`src/sv/jsfrg_pkg.sv`:
```
package jsfrg_pkg;

    localparam int unsigned WORD_W = 32;
    localparam int unsigned OP_W = 3;
    localparam int unsigned EXPO_W = 7;
    localparam int unsigned CNT_W = 5;
    localparam int unsigned LZC_W = 6;

    localparam logic [WORD_W-1:0] SEED_A = 32'hf1ea5eed;
    localparam int unsigned SEED_ROUNDS = 20;
    localparam int unsigned DIV_STEPS = 32;
    localparam int unsigned ROT_B = 27;
    localparam int unsigned ROT_C = 17;
    localparam logic [EXPO_W-1:0] UNIT_EXPO = 7'd126;
    localparam logic [EXPO_W-1:0] EXPO_STEP = 7'd32;
    localparam logic [LZC_W-1:0] EXTRA_UNIT = 6'd8;
    localparam logic [LZC_W-1:0] EXTRA_SIGNED = 6'd7;

    typedef enum logic [OP_W-1:0] {
        OP_RESEED = 3'd0,
        OP_RAW    = 3'd1,
        OP_RANGED = 3'd2,
        OP_UNIT   = 3'd3,
        OP_SIGNED = 3'd4
    } op_t;

    typedef enum logic [1:0] {
        RES_RND,
        RES_REM,
        RES_FLOAT
    } res_sel_t;

    typedef struct packed {
        logic     accept;
        logic     float_signed;
        logic     load_seed;
        logic     round_en;
        logic     rnd_load;
        logic     div_start;
        logic     div_sel_rnd;
        logic     div_step;
        logic     cap_load;
        logic     expo_sub;
        logic     expo_norm;
        logic     push;
        res_sel_t res_sel;
    } ctrl_cmd_t;

    typedef struct packed {
        logic mod_zero;
        logic cap_ok;
        logic loop_zero;
        logic need_extra;
        logic out_free;
    } dp_status_t;

    function automatic logic [LZC_W-1:0] lzc32(input logic [WORD_W-1:0] v);
        logic [WORD_W-1:0] x;
        logic [LZC_W-1:0]  n;
        begin
            x = v;
            n = '0;
            if (v == '0)
            begin
                n = 6'd32;
            end
            else
            begin
                if (x[31:16] == '0)
                begin
                    n = n + 6'd16;
                    x = x << 16;
                end
                if (x[31:24] == '0)
                begin
                    n = n + 6'd8;
                    x = x << 8;
                end
                if (x[31:28] == '0)
                begin
                    n = n + 6'd4;
                    x = x << 4;
                end
                if (x[31:30] == '0)
                begin
                    n = n + 6'd2;
                    x = x << 2;
                end
                if (x[31] == 1'b0)
                begin
                    n = n + 6'd1;
                end
            end
            return n;
        end
    endfunction

endpackage

```
`src/sv/jsfrg_datapath.sv`:
```
module jsfrg_datapath
    import jsfrg_pkg::*;
(
    input  logic              clk,
    input  logic              rst_n,
    input  ctrl_cmd_t         cmd,
    input  logic [WORD_W-1:0] seed_value,
    input  logic [WORD_W-1:0] modulus,
    input  logic              out_ready,
    output logic              out_valid,
    output logic [WORD_W-1:0] out_value,
    output dp_status_t        status
);

    logic [WORD_W-1:0] a_reg, b_reg, c_reg, d_reg;
    logic [WORD_W-1:0] a_next, b_next, c_next, d_next, e_val;
    logic [WORD_W-1:0] rnd_reg;
    logic [WORD_W-1:0] mod_reg;
    logic [WORD_W-1:0] cap_reg;
    logic [WORD_W-1:0] rem_reg;
    logic [WORD_W-1:0] dvd_reg;
    logic [EXPO_W-1:0] expo_reg;
    logic              signed_reg;
    logic              out_valid_reg;
    logic [WORD_W-1:0] out_value_reg;
    logic [WORD_W:0]   trial;
    logic [WORD_W:0]   trial_diff;
    logic [LZC_W-1:0]  nz;
    logic [WORD_W-1:0] float_bits;
    logic [WORD_W-1:0] res_value;

    assign e_val  = a_reg - {b_reg[WORD_W-ROT_B-1:0], b_reg[WORD_W-1:WORD_W-ROT_B]};
    assign a_next = b_reg ^ {c_reg[WORD_W-ROT_C-1:0], c_reg[WORD_W-1:WORD_W-ROT_C]};
    assign b_next = c_reg + d_reg;
    assign c_next = d_reg + e_val;
    assign d_next = e_val + a_next;

    assign trial      = {rem_reg, dvd_reg[WORD_W-1]};
    assign trial_diff = trial - {1'b0, mod_reg};

    assign nz = lzc32(rnd_reg);

    assign float_bits = {signed_reg & rnd_reg[23], 1'b0, expo_reg, rnd_reg[22:0]};

    always_comb
    begin
        unique case (cmd.res_sel)
            RES_RND:   res_value = rnd_reg;
            RES_REM:   res_value = rem_reg;
            RES_FLOAT: res_value = float_bits;
            default:   res_value = rnd_reg;
        endcase
    end

    assign status.mod_zero   = (modulus == '0);
    assign status.cap_ok     = (rnd_reg < cap_reg);
    assign status.loop_zero  = (rnd_reg == '0) && (expo_reg > EXPO_STEP);
    assign status.need_extra = nz > (signed_reg ? EXTRA_SIGNED : EXTRA_UNIT);
    assign status.out_free   = !out_valid_reg || out_ready;

    assign out_valid = out_valid_reg;
    assign out_value = out_value_reg;

    always_ff @(posedge clk or negedge rst_n)
    begin
        if (!rst_n)
        begin
            a_reg         <= SEED_A;
            b_reg         <= '0;
            c_reg         <= '0;
            d_reg         <= '0;
            out_valid_reg <= 1'b0;
        end
        else
        begin
            if (cmd.load_seed)
            begin
                a_reg <= SEED_A;
                b_reg <= seed_value;
                c_reg <= seed_value;
                d_reg <= seed_value;
            end
            else if (cmd.round_en)
            begin
                a_reg <= a_next;
                b_reg <= b_next;
                c_reg <= c_next;
                d_reg <= d_next;
            end
            if (cmd.push)
            begin
                out_valid_reg <= 1'b1;
            end
            else if (out_ready)
            begin
                out_valid_reg <= 1'b0;
            end
        end
    end

    always_ff @(posedge clk)
    begin
        if (cmd.accept)
        begin
            mod_reg    <= modulus;
            signed_reg <= cmd.float_signed;
        end
        if (cmd.rnd_load)
        begin
            rnd_reg <= d_next;
        end
        if (cmd.accept)
        begin
            expo_reg <= UNIT_EXPO;
        end
        else if (cmd.expo_sub)
        begin
            expo_reg <= expo_reg - EXPO_STEP;
        end
        else if (cmd.expo_norm)
        begin
            expo_reg <= ({1'b0, nz} > expo_reg) ? '0 : expo_reg - {1'b0, nz};
        end
        if (cmd.div_start)
        begin
            rem_reg <= '0;
            dvd_reg <= cmd.div_sel_rnd ? rnd_reg : '1;
        end
        else if (cmd.div_step)
        begin
            rem_reg <= trial_diff[WORD_W] ? trial[WORD_W-1:0] : trial_diff[WORD_W-1:0];
            dvd_reg <= {dvd_reg[WORD_W-2:0], 1'b0};
        end
        if (cmd.cap_load)
        begin
            cap_reg <= ~rem_reg;
        end
        if (cmd.push)
        begin
            out_value_reg <= res_value;
        end
    end

endmodule

```
`src/sv/jsfrg_ctrl.sv`:
```
module jsfrg_ctrl
    import jsfrg_pkg::*;
(
    input  logic            clk,
    input  logic            rst_n,
    input  logic            in_valid,
    input  logic [OP_W-1:0] opcode,
    input  dp_status_t      status,
    output logic            in_ready,
    output ctrl_cmd_t       cmd
);

    typedef enum logic [3:0] {
        ST_SEED,
        ST_IDLE,
        ST_RAW,
        ST_CAPDIV,
        ST_DRAW,
        ST_CHECK,
        ST_REMDIV,
        ST_FDRAW,
        ST_FCHECK,
        ST_FEXTRA,
        ST_DONE
    } state_t;

    state_t           state_reg, state_next;
    logic [CNT_W-1:0] cnt_reg, cnt_next;
    res_sel_t         sel_reg, sel_next;
    logic             accept;

    assign in_ready = (state_reg == ST_IDLE);
    assign accept   = in_valid && in_ready;

    always_comb
    begin
        state_next = state_reg;
        cnt_next   = cnt_reg;
        sel_next   = sel_reg;
        cmd        = '0;
        cmd.res_sel = sel_reg;
        unique case (state_reg)
            ST_SEED:
            begin
                cmd.round_en = 1'b1;
                cnt_next     = cnt_reg + 1'b1;
                if (cnt_reg == CNT_W'(SEED_ROUNDS - 1))
                begin
                    state_next = ST_IDLE;
                end
            end
            ST_IDLE:
            begin
                if (accept)
                begin
                    cmd.accept       = 1'b1;
                    cmd.float_signed = (op_t'(opcode) == OP_SIGNED);
                    cnt_next         = '0;
                    unique case (op_t'(opcode))
                        OP_RESEED:
                        begin
                            cmd.load_seed = 1'b1;
                            state_next    = ST_SEED;
                        end
                        OP_RAW:
                        begin
                            state_next = ST_RAW;
                        end
                        OP_RANGED:
                        begin
                            if (status.mod_zero)
                            begin
                                state_next = ST_RAW;
                            end
                            else
                            begin
                                cmd.div_start = 1'b1;
                                state_next    = ST_CAPDIV;
                            end
                        end
                        OP_UNIT, OP_SIGNED:
                        begin
                            state_next = ST_FDRAW;
                        end
                        default:
                        begin
                            state_next = ST_IDLE;
                        end
                    endcase
                end
            end
            ST_RAW:
            begin
                cmd.round_en = 1'b1;
                cmd.rnd_load = 1'b1;
                sel_next     = RES_RND;
                state_next   = ST_DONE;
            end
            ST_CAPDIV:
            begin
                cmd.div_step = 1'b1;
                cnt_next     = cnt_reg + 1'b1;
                if (cnt_reg == CNT_W'(DIV_STEPS - 1))
                begin
                    state_next = ST_DRAW;
                end
            end
            ST_DRAW:
            begin
                cmd.round_en = 1'b1;
                cmd.rnd_load = 1'b1;
                cmd.cap_load = 1'b1;
                state_next   = ST_CHECK;
            end
            ST_CHECK:
            begin
                if (status.cap_ok)
                begin
                    cmd.div_start   = 1'b1;
                    cmd.div_sel_rnd = 1'b1;
                    cnt_next        = '0;
                    state_next      = ST_REMDIV;
                end
                else
                begin
                    state_next = ST_DRAW;
                end
            end
            ST_REMDIV:
            begin
                cmd.div_step = 1'b1;
                cnt_next     = cnt_reg + 1'b1;
                if (cnt_reg == CNT_W'(DIV_STEPS - 1))
                begin
                    sel_next   = RES_REM;
                    state_next = ST_DONE;
                end
            end
            ST_FDRAW:
            begin
                cmd.round_en = 1'b1;
                cmd.rnd_load = 1'b1;
                state_next   = ST_FCHECK;
            end
            ST_FCHECK:
            begin
                sel_next = RES_FLOAT;
                if (status.loop_zero)
                begin
                    cmd.expo_sub = 1'b1;
                    state_next   = ST_FDRAW;
                end
                else
                begin
                    cmd.expo_norm = 1'b1;
                    state_next    = status.need_extra ? ST_FEXTRA : ST_DONE;
                end
            end
            ST_FEXTRA:
            begin
                cmd.round_en = 1'b1;
                cmd.rnd_load = 1'b1;
                state_next   = ST_DONE;
            end
            ST_DONE:
            begin
                if (status.out_free)
                begin
                    cmd.push   = 1'b1;
                    state_next = ST_IDLE;
                end
            end
            default:
            begin
                state_next = ST_IDLE;
            end
        endcase
    end

    always_ff @(posedge clk or negedge rst_n)
    begin
        if (!rst_n)
        begin
            state_reg <= ST_SEED;
            cnt_reg   <= '0;
            sel_reg   <= RES_RND;
        end
        else
        begin
            state_reg <= state_next;
            cnt_reg   <= cnt_next;
            sel_reg   <= sel_next;
        end
    end

endmodule

```
`src/sv/jsf_random_generator_unit.sv`:
```
// Four-word 32-bit small-fast random generator with a request stream in and a
// result stream out. Each input transaction carries an opcode: reseed, raw draw,
// ranged draw below a modulus, unit float in [0,1) or signed float in (-1,1).
// Reseed gives no output transaction; the other opcodes give exactly one, and
// opcodes five to seven are dropped without effect.
// One request is worked on at a time; s_axis_tready is high only while idle.
// All timing is set by the single-round datapath and a one-bit-per-cycle
// restoring remainder unit. A raw draw runs one round and loads the output
// register; a reseed keeps s_axis_tready low while it runs 20 rounds. A ranged
// draw with a nonzero modulus first finds the rejection cap with one remainder,
// draws again while the word is not below the cap, and then takes a second
// remainder; a zero modulus gives a raw draw. Float draws take longer the more
// all-zero words are drawn. After reset the block runs 20 rounds from a zero
// seed, with s_axis_tready low, before it is ready.
// A finished result sits in the output register until m_axis_tready takes it;
// while it waits, the block still accepts and works on the next request, and it
// holds that request's result back until the output register is free.
module jsf_random_generator_unit
    import jsfrg_pkg::*;
(
    input  logic        clk,
    input  logic        rst_n,
    input  logic        s_axis_tvalid,
    output logic        s_axis_tready,
    input  logic [71:0] s_axis_tdata,  // opcode[2:0], seed_value[34:3], modulus[66:35], zero pad
    output logic        m_axis_tvalid,
    input  logic        m_axis_tready,
    output logic [31:0] m_axis_tdata   // value[31:0]
);

    ctrl_cmd_t         cmd;
    dp_status_t        status;
    logic [OP_W-1:0]   opcode;
    logic [WORD_W-1:0] seed_value;
    logic [WORD_W-1:0] modulus;

    assign opcode     = s_axis_tdata[2:0];
    assign seed_value = s_axis_tdata[34:3];
    assign modulus    = s_axis_tdata[66:35];

    jsfrg_ctrl u_ctrl (
        .clk      (clk),
        .rst_n    (rst_n),
        .in_valid (s_axis_tvalid),
        .opcode   (opcode),
        .status   (status),
        .in_ready (s_axis_tready),
        .cmd      (cmd)
    );

    jsfrg_datapath u_datapath (
        .clk        (clk),
        .rst_n      (rst_n),
        .cmd        (cmd),
        .seed_value (seed_value),
        .modulus    (modulus),
        .out_ready  (m_axis_tready),
        .out_valid  (m_axis_tvalid),
        .out_value  (m_axis_tdata),
        .status     (status)
    );

endmodule

```
`config.mk`:
```
export PLATFORM = sky130hd
export DESIGN_NAME = jsf_random_generator_unit
export DESIGN_NICKNAME = d
export VERILOG_FILES = /design/src/sv/jsfrg_pkg.sv /design/src/sv/jsfrg_datapath.sv /design/src/sv/jsfrg_ctrl.sv /design/src/sv/jsf_random_generator_unit.sv
export SDC_FILE = /design/constraint.sdc
export NUM_CORES = 1
export LEC_CHECK = 0
export BUFFER_PORTS_ARGS = -buffer_cell sky130_fd_sc_hd__buf_2
export CAP_MARGIN = 0
export CORE_ASPECT_RATIO = 1.2
export CORE_MARGIN = 8
export CORE_UTILIZATION = 25
export CTS_CLUSTER_DIAMETER = 150
export DETAILED_ROUTE_END_ITERATION = 16
export PLACE_DENSITY = 0.52
export SLEW_MARGIN = 10
export SYNTH_ARGS = -nofsm -noshare
export SYNTH_HDL_FRONTEND = slang
export SYNTH_SLANG_ARGS = --single-unit
```
`constraint.sdc`:
```
create_clock -name clk -period 4.55 [get_ports clk]
set_clock_uncertainty 0.15 [all_clocks]
set_input_delay 0.455 -clock clk [delete_from_list [all_inputs] [get_ports clk]]
set_output_delay 0.455 -clock clk [all_outputs]
set_load 0.1 [all_outputs]
```
After elaboration in Yosys (flattened, before gate mapping)
Index checks and enable logic that the tools add are counted.
{ "op_classes": {"n_eq_ne": 24, "muxes": 71, "n_reduce_logical": 28, "add_sub_neg": 12, "bitwise_logic": 3, "magnitude_cmp": 4} }
{ "ops": {"columns": ["operator", "count"], "rows": [
  ["$mux W32", 20],
  ["$add A32 B32 Y32", 3],
  ["$logic_not A32 Y1", 2],
  ["$pmux W32 S2", 1],
  ["$mux W6", 9],
  ["$pmux W4 S10", 1],
  ["$sub A33 B32 Y33", 1],
  ["$lt A32 B32 Y1", 1],
  ["$not A32 Y32", 1],
  ["$sub A32 B32 Y32", 1],
  ["$xor A32 B32 Y32", 1],
  ["$mux W4", 7],
  ["$mux W7", 3],
  ["$eq A4 B3 Y1 const B", 4],
  ["$logic_not A16 Y1", 1],
  ["$mux W1", 16],
  ["$mux W5", 3],
  ["$pmux W5 S3", 1],
  ["$eq A4 B4 Y1 const B", 3],
  ["$pmux W3 S4", 1],
  ["$eq A5 B5 Y1 const B", 2],
  ["$mux W2", 5],
  ["$eq A4 B2 Y1 const B", 2],
  ["$logic_not A4 Y1", 2],
  ["other kinds (37)", 51]
]} }
{ "totals": {"input_bits": 76, "word_cells": 158, "reg_bits": 340, "out_inout_bits": 34} }

Depth between registers and ports, before layout
Gate-level depths: netlist of run 1.
{ "depth": {"depth_word": 19, "mapped_depth": 25, "depth_no_buf": 25} }

Modules after synthesis
From an unflattened synthesis of run 1, not the netlist that was laid out.
{ "unflattened": {"hier_cells": 2510, "area_unflattened_um2": 23213.5} }
{ "by_module_without_submodules": {"columns": ["mod", "seq_area_each_um2", "area_per_inst_um2", "n_inst", "cells_per_inst"], "rows": [
  ["jsfrg_datapath", 8869.8, 22163.8, 1, 2382],
  ["jsfrg_ctrl", 275.3, 1049.8, 1, 128]
]} }

Worst setup path after synthesis of run 1
No wires, ideal clock.
{ "synth_timing": {"path_kind": "register to register", "start": "register u_ctrl.state_reg[1]", "end": "register u_datapath.dvd_reg[0], enable pin", "arrival_time_ps": 4796, "n_path_buf": 1, "required_ps": 4005, "synth_period_minus_slack_ps": 5341, "stages_incl_launch_ff": 9, "setup_ps": 395, "slack_ps": -791, "cell_sequence": "dfrtp_1 > clkbuf_1 > inv_1 > nand2_1 > nor3_1 > nand2_1 > clkinv_1 > nand2b_1 > nand3_1"} }
{ "synth_between": {"elab_chain_len": 5, "word_cells_on_any_way": 10, "cone_classes": "4 x eq/ne; 3 x mux; 3 x reduce/logical"} }
{ "synth_rtl": {"columns": ["element", "line_no", "text"], "rows": [
  ["start, declared", "jsfrg_ctrl.sv:27", "state_t state_reg, state_next;"],
  ["start signal, assigned", "jsfrg_ctrl.sv:190", "state_reg <= state_next;"],
  ["$eq A4 B1 Y1 (*)", "jsfrg_ctrl.sv:32", "assign in_ready = (state_reg == ST_IDLE);"],
  ["named net s_axis_tready", "jsf_random_generator_unit.sv:24", "output logic s_axis_tready,"],
  ["$logic_and A1 B1 Y1", "jsfrg_ctrl.sv:33", "assign accept = in_valid && in_ready;"],
  ["$mux W1", "jsfrg_ctrl.sv:54", "if (accept)"],
  ["$pmux W1 S2 (*)", "jsfrg_ctrl.sv:42", "unique case (state_reg)"],
  ["$reduce_bool A2 Y1 (no source line) (*)", null, null],
  ["end signal, assigned", "jsfrg_datapath.sv:127", "dvd_reg <= cmd.div_sel_rnd ? rnd_reg : '1;"],
  ["end signal, assigned", "jsfrg_datapath.sv:132", "dvd_reg <= {dvd_reg[WORD_W-2:0], 1'b0};"],
  ["end, declared", "jsfrg_datapath.sv:21", "logic [WORD_W-1:0] dvd_reg;"]
]} }
Mark *: on every way through the listed nets, which the timed path passes. The rest lies on a longest branch.
A chain may end at the register's enable or synchronous reset.

Worst setup path after layout of run 1
{ "layout_timing": {"start": "register u_datapath.a_reg[0]", "end": "register u_datapath.d_reg[29]"} }
{ "layout_between": {"elab_chain_len": 4} }
{ "layout_rtl": {"columns": ["element", "line_no", "text"], "rows": [
  ["start, declared", "jsfrg_datapath.sv:15", "logic [WORD_W-1:0] a_reg, b_reg, c_reg, d_reg;"],
  ["start signal, assigned", "jsfrg_datapath.sv:85", "a_reg <= a_next;"],
  ["$sub A32 B32 Y32", "jsfrg_datapath.sv:32", "assign e_val = a_reg - {b_reg[WORD_W-ROT_B-1:0], b_reg[WORD_W-1:WORD_W-ROT_B]};"],
  ["$add A32 B32 Y32", "jsfrg_datapath.sv:36", "assign d_next = e_val + a_next;"],
  ["named net u_datapath.d_next[29]", "jsfrg_datapath.sv:16", "logic [WORD_W-1:0] a_next, b_next, c_next, d_next, e_val;"],
  ["$mux W32", "jsfrg_datapath.sv:83", "else if (cmd.round_en)"],
  ["$mux W32", "jsfrg_datapath.sv:76", "if (cmd.load_seed)"],
  ["end signal, assigned", "jsfrg_datapath.sv:81", "d_reg <= seed_value;"],
  ["end signal, assigned", "jsfrg_datapath.sv:88", "d_reg <= d_next;"],
  ["end, declared", "jsfrg_datapath.sv:15", null]
]} }
The timed path passes the listed nets, and every way through them passes these cells. The select of a mux whose other input is x is not followed.

==> results.sh, run 1 <==
export IMPL_h_tree_depth=2
export IMPL_cp_arrival_ns=5.43
export IMPL_antenna_found_initial=5
export IMPL_wl_per_cell_um=18.68
export IMPL_nets=3170
export IMPL_fp_coreArea_sq_um=91890
export IMPL_vias=20020
export IMPL_ios=110
export IMPL_dieArea_sq_um=102300
export IMPL_die_y_um=348.8
export IMPL_vias_per_cell=4.808
export IMPL_die_w_um=293.4
export IMPL_status="finished with violations"
export IMPL_fmax_mhz=195.5
export IMPL_row_count=122
export IMPL_worst_slew_pin_slew_ns=1.027
export IMPL_min_period_ns=5.115
export IMPL_ys_warn_count=0
export IMPL_seq_area_frac_synth_pct=39.63
export IMPL_clk_insertion_delay_late_ns=0.58
export IMPL_gp_congestion=0.9132
export IMPL_violations="setup timing"
export IMPL_overflow=0
export IMPL_nFillCells=9631
export IMPL_io_buffers=104
export IMPL_grt_pass1_vias=19950
export IMPL_cts_tree="done"
export IMPL_setup_violations_final=31
export IMPL_cts_reportedPaths_clkPinSlew_ns=0.06
export IMPL_pre_cts_slack_ns=-0.6179
export IMPL_ys_ff_latch=340
export IMPL_worstSetupPathType="reg2reg"
export IMPL_initial_utilization_pct=25.11
export IMPL_setup_ws_ns=-0.5653
export IMPL_drtIter0Drc=1302
export IMPL_utilization_pct=31.98
export IMPL_slew_headroom_pct=31.51
export IMPL_wirelength_mm=77.75
export IMPL_synth_edff_count=161
export IMPL_finalSetupTns_ns=-7.521
export IMPL_drc=0
export IMPL_synth_cell_types=83
export IMPL_cp_required_ns=4.87
export IMPL_drv_cap=0
export IMPL_drive_above_1_share_pct=20.55
export IMPL_start_kind="flip-flop"
export IMPL_syn_to_final_growth_pct=27.32
export IMPL_cts_buffers_inserted=42
export IMPL_drtAntennaViolNets=0
export IMPL_critical_path_max_fanout=4
export IMPL_r2r_setup_slack_ns=-0.57
export IMPL_hold_path_class="in2reg"
export IMPL_clkSinkCount=340
export IMPL_rsz0062_at_grt="true"
export IMPL_dpl_hpwl_mm=59.74
export IMPL_cts_root_buffer="clkbuf_16"
export IMPL_grt_pass1_wl_mm=119.1
export IMPL_synth_fp_nets=2801
export IMPL_grt_max_degree=103
export IMPL_dr_pass1_iters=7
export IMPL_async_flop_share_pct=41.18
export IMPL_synth_area_per_cell_sq_um=9.169
export IMPL_grtUsageTotal_pct=14.75
export IMPL_synthFlopType="edfxtp_1"
export IMPL_cts_max_path_buffers=3
export IMPL_drv_slew=0
export IMPL_crit_path_end_kind="flip-flop"
export IMPL_synthesis_area_sq_um=23080
export IMPL_fin_crit_sh_pct=112.4
export IMPL_final_hold_viol_count=0
export IMPL_synthCells=2517
-- worst max-delay path, cell delays in order (launching register included) --
cell and delay (ns):
dfstp_2 0.54, inv_2 0.04, ha_4 0.15, inv_2 0.05, fa_2 0.22, a21oi_2 0.07, o211ai_1 0.30, nand3_1 0.20
a31oi_2 0.26, o21ai_2 0.09, a21boi_2 0.25, a41oi_2 0.18, xnor2_2 0.18, ha_2 0.18, or4_4 0.51, o22a_1 0.19
or3_1 0.35, o211a_1 0.28, a41oi_2 0.22, buf_4 0.17, nand2b_4 0.05, a21oi_2 0.14, xnor2_1 0.09, o21a_1 0.17
-- routing by layer --
| layer | share of wire, % | vias up | global-route usage (%) |
|---|---|---|---|
| met3 | 3.8 | 118 | 1.956 |
| met2 | 47 | 446 | 25.07 |
| met1 | 45 | 9501 | 18.96 |
| li1 | - | 9948 | - |
| met5 | 0.015 | - | 0 |
| met4 | 4.0 | 2 | 5.529 |
-- final timing paths --
path,startpoint,end,cells past startpoint
setup / recovery,u_datapath.a_reg[0],u_datapath.d_reg[29],23
hold / removal,s_axis_tdata[6],u_datapath.b_reg[3],3
setup reg to reg,u_datapath.a_reg[0],u_datapath.d_reg[29],23
hold reg to reg,u_datapath.rem_reg[0],u_datapath.rem_reg[0],2
max in group asynchronous,rst_n,u_datapath.a_reg[29],3
min in group asynchronous,rst_n,u_datapath.c_reg[2],2
-- kinds of logic after synthesis --
logic type      count (synthesis)  synth area share [%]
compound gates                811                 23.14
simple gates                  690                 13.56
flops                         340                 39.63
buf+inv                       274                 4.516
fa+ha+maj                     208                 11.47
xor+xnor                      172                 6.706
mux                            22                0.9758
-- per-stage QoR --
| step | instance area (sq um) | hold slack [ns] | std cells |
|---|---|---|---|
| finish | 29380 | 0.03476 | 4163 |
| global placement | 26830 | 0.3450 | 4016 |
| floorplan | 23140 | 0.009409 | 2517 |
| detailed placement | 26830 | 0.3459 | 4016 |
| CTS | 28980 | 0.007059 | 4148 |
| global route | 29380 | 0.04278 | 4160 |
-- cell usage after synthesis (all sizes together) (26+ instances only) --
cell	count	area share (%)
a21o	92	3.0
a31oi	46	1.2
nand2	230	3.7
o21a	36	1.2
o21ai	154	3.4
a21oi	225	5.0
dfxtp	39	3.4
edfxtp	161	21
a211oi	33	1.1
clkbuf	81	1.3
nor2	212	3.4
inv	177	2.9
nor3	41	0.89
xnor2	94	3.7
a22o	26	0.99
nand2b	30	0.81
o22a	38	1.4
nand3	44	0.95
dfrtp	119	13
xor2	77	2.9
ha	202	11
-- final cells by class --
type / instances / area (sq um) / area share, %
Clock buffer: 56 / 1197 / 4.075
Multi-Input combinational cell: 1903 / 13490 / 45.92
Inverter: 179 / 671.9 / 2.287
Timing Repair Buffer: 420 / 3084 / 10.50
Tap cell: 1240 / 1551 / 5.280
Sequential cell: 340 / 9145 / 31.12
Clock inverter: 21 / 230.2 / 0.7835
Antenna cell: 4 / 10.01 / 0.03407
-- cells in the final DEF, fill, tap and decap left out, types with 91 or more instances in the layout --
cell type	netlist	final
edfxtp_1	161	161
ha_1	202	195
dfrtp_1	119	119
buf_4	0	266
a21oi_1	222	204
buf_2	5	103
nor2_1	212	204
a21o_1	92	91
inv_1	177	175
nand2_1	230	226
o21ai_0	151	133
-- repair_timing --
action                                  CTS  global route
endpoints found under the hold margin   105             0
endpoints found under the setup margin   36            48
gates cloned                              0             0
hold buffers                             37             0
setup buffers                            19            18
gates resized for setup                  47            64
pin swaps                                48            66
Power of run 1 is not shown: default switching activity piles up to over one toggle a cycle in this logic, so the estimate is an artifact.
==> inputs of run 2 (changes only) <==
--- a/config.mk
+++ b/config.mk
@@ -17,3 +17,4 @@
 export SYNTH_ARGS = -nofsm -noshare
 export SYNTH_HDL_FRONTEND = slang
 export SYNTH_SLANG_ARGS = --single-unit
+export TNS_END_PERCENT = 30
==> results.sh, run 2 (same netlist as run 1, synthesis figures left out) <==
export IMPL_grt_pass1_wl_mm=118.7
export IMPL_slew_headroom_pct=29.96
export IMPL_die_w_um=293.4
export IMPL_drtAntennaViolNets=0
export IMPL_die_y_um=348.8
export IMPL_gp_congestion=0.9034
export IMPL_dieArea_sq_um=102300
export IMPL_fmax_mhz=201.1
export IMPL_cts_tree="done"
export IMPL_crit_family="compound AO/OA/AOI/OAI gates"
export IMPL_final_area_sq_um=29160
export IMPL_wl_per_cell_um=18.76
export IMPL_crit_path_end_kind="flip-flop"
export IMPL_dr_pass1_iters=5
export IMPL_crit_path_max_incr_delay_ns=0.54
export IMPL_setup_ws_ns=-0.4223
export IMPL_setup_violations_final=30
export IMPL_vias_per_cell=4.802
export IMPL_final_hold_viol_count=0
export IMPL_nets=3142
export IMPL_drc=0
export IMPL_drtIter0Drc=1362
export IMPL_overflow=0
export IMPL_cts_max_path_buffers=3
export IMPL_layout_commonest_cell="buf_4"
export IMPL_grt_max_degree=125
export IMPL_min_period_ns=4.972
export IMPL_cts_reportedPaths_clkPinSlew_ns=0.06
export IMPL_syn_to_final_growth_pct=26.37
export IMPL_cts_buffers_inserted=42
export IMPL_grt_pass1_vias=19860
export IMPL_pre_cts_slack_ns=-0.6706
export IMPL_clkSinkCount=340
export IMPL_io_buffers=104
export IMPL_initial_utilization_pct=25.11
export IMPL_wirelength_mm=77.59
export IMPL_drive_above_1_share_pct=19.61
export IMPL_critical_path_max_fanout=4
export IMPL_h_tree_depth=2
export IMPL_placed_area_sq_um=26720
export IMPL_antenna_found_initial=7
export IMPL_status="finished with violations"
export IMPL_fin_crit_sh_pct=109.3
export IMPL_row_count=122
export IMPL_start_kind="flip-flop"
export IMPL_clk_insertion_delay_late_ns=0.58
export IMPL_vias=19870
export IMPL_utilization_pct=31.74
export IMPL_cp_arrival_ns=5.13
export IMPL_ios=110
export IMPL_cp_required_ns=4.71
export IMPL_worst_slew_pin_slew_ns=1.051
export IMPL_critPathSlowestCell="dfstp_2"
export IMPL_grtUsageTotal_pct=14.73
export IMPL_violations="setup timing"
export IMPL_rsz0062_at_grt="true"
export IMPL_final_cell_mix="244 x buf_4, 229 x nand2_1, 203 x nor2_1, 203 x a21oi_1, 193 x ha_1"
export IMPL_worstSetupPathType="reg2reg"
export IMPL_drv_slew=0
export IMPL_fp_coreArea_sq_um=91890
export IMPL_crit_chain="inv_2, ha_4, inv_2, fa_2, a21oi_2, o211ai_1, nand3_1, a31oi_2, o21ai_2, a21boi_2, a41oi_2, xnor2_2, ha_2, or4_1, o22a_1, or3_1, o211a_4, a41oi_4, o21ai_2, a21oi_2, xor3_1, inv_1"
export IMPL_cts_root_buffer="clkbuf_16"
export IMPL_dpl_hpwl_mm=59.41
export IMPL_hold_path_class="in2reg"
export IMPL_drv_cap=0
export IMPL_cp_buffers_inverters=3
run 2: area by class of cell:
cell class | instances | area (sq um)
multi-input cells | 1903 | 13490
clock buffers | 56 | 1176
fillers | 9672 | 62730
flip-flops and latches | 340 | 9145
diodes | 5 | 12.51
clock inverters | 22 | 259.0
repair buffers | 392 | 2861
inverters | 179 | 671.9
well taps | 1240 | 1551
run 2: tightest hold or removal path: cells and delay by family:
kind,cells,cell delay [ns]
buffers and inverters,1,0.07
and+or+nand+nor,1,0.06
AOI/OAI and AO/OA,1,0.12
run 2: routing by layer:
layer | track usage (%) | vias to the layer above | wire length, um
met2 | 25.04 | 404 | 36790
li1 | - | 9891 | -
met5 | 0 | - | 36
met4 | 5.619 | 6 | 3083
met1 | 18.86 | 9453 | 34620
met3 | 2.001 | 111 | 3056
run 2: timing repair:
item	4_1_cts	5_1_grt
gates resized for setup	44	60
hold endpoints to repair	76	0
endpoints found under the setup margin	41	48
buffers inserted	15	8
pin swaps	61	42
hold buffers	36	0
run 2: path summary, 6_finish.rpt:
path	startpoint	to	slack, ns	cells after the start
max in group asynchronous	rst_n	u_datapath.a_reg[28]	3.12	3
max	u_datapath.a_reg[0]	u_datapath.rnd_reg[31]	-0.42	22
min reg2reg	u_datapath.rem_reg[0]	u_datapath.rem_reg[0]	0.35	2
min	s_axis_tdata[6]	u_datapath.b_reg[3]	0.04	3
max reg2reg	u_datapath.a_reg[0]	u_datapath.rnd_reg[31]	-0.42	22
min in group asynchronous	rst_n	u_datapath.c_reg[3]	0.22	2
run 2: stage by stage:
stage                     cells  hold WS (ns)  setup TNS [ns]
final                      4137       0.04143          -5.665
after global placement     4000        0.2614          -10.46
after floorplan            2517      0.009409         -0.3344
after detailed placement   4000        0.2561          -13.23
after CTS                  4125       0.01112          -4.796
after global routing       4133       0.03500          -13.75
Power of run 2 is left out for the same reason.
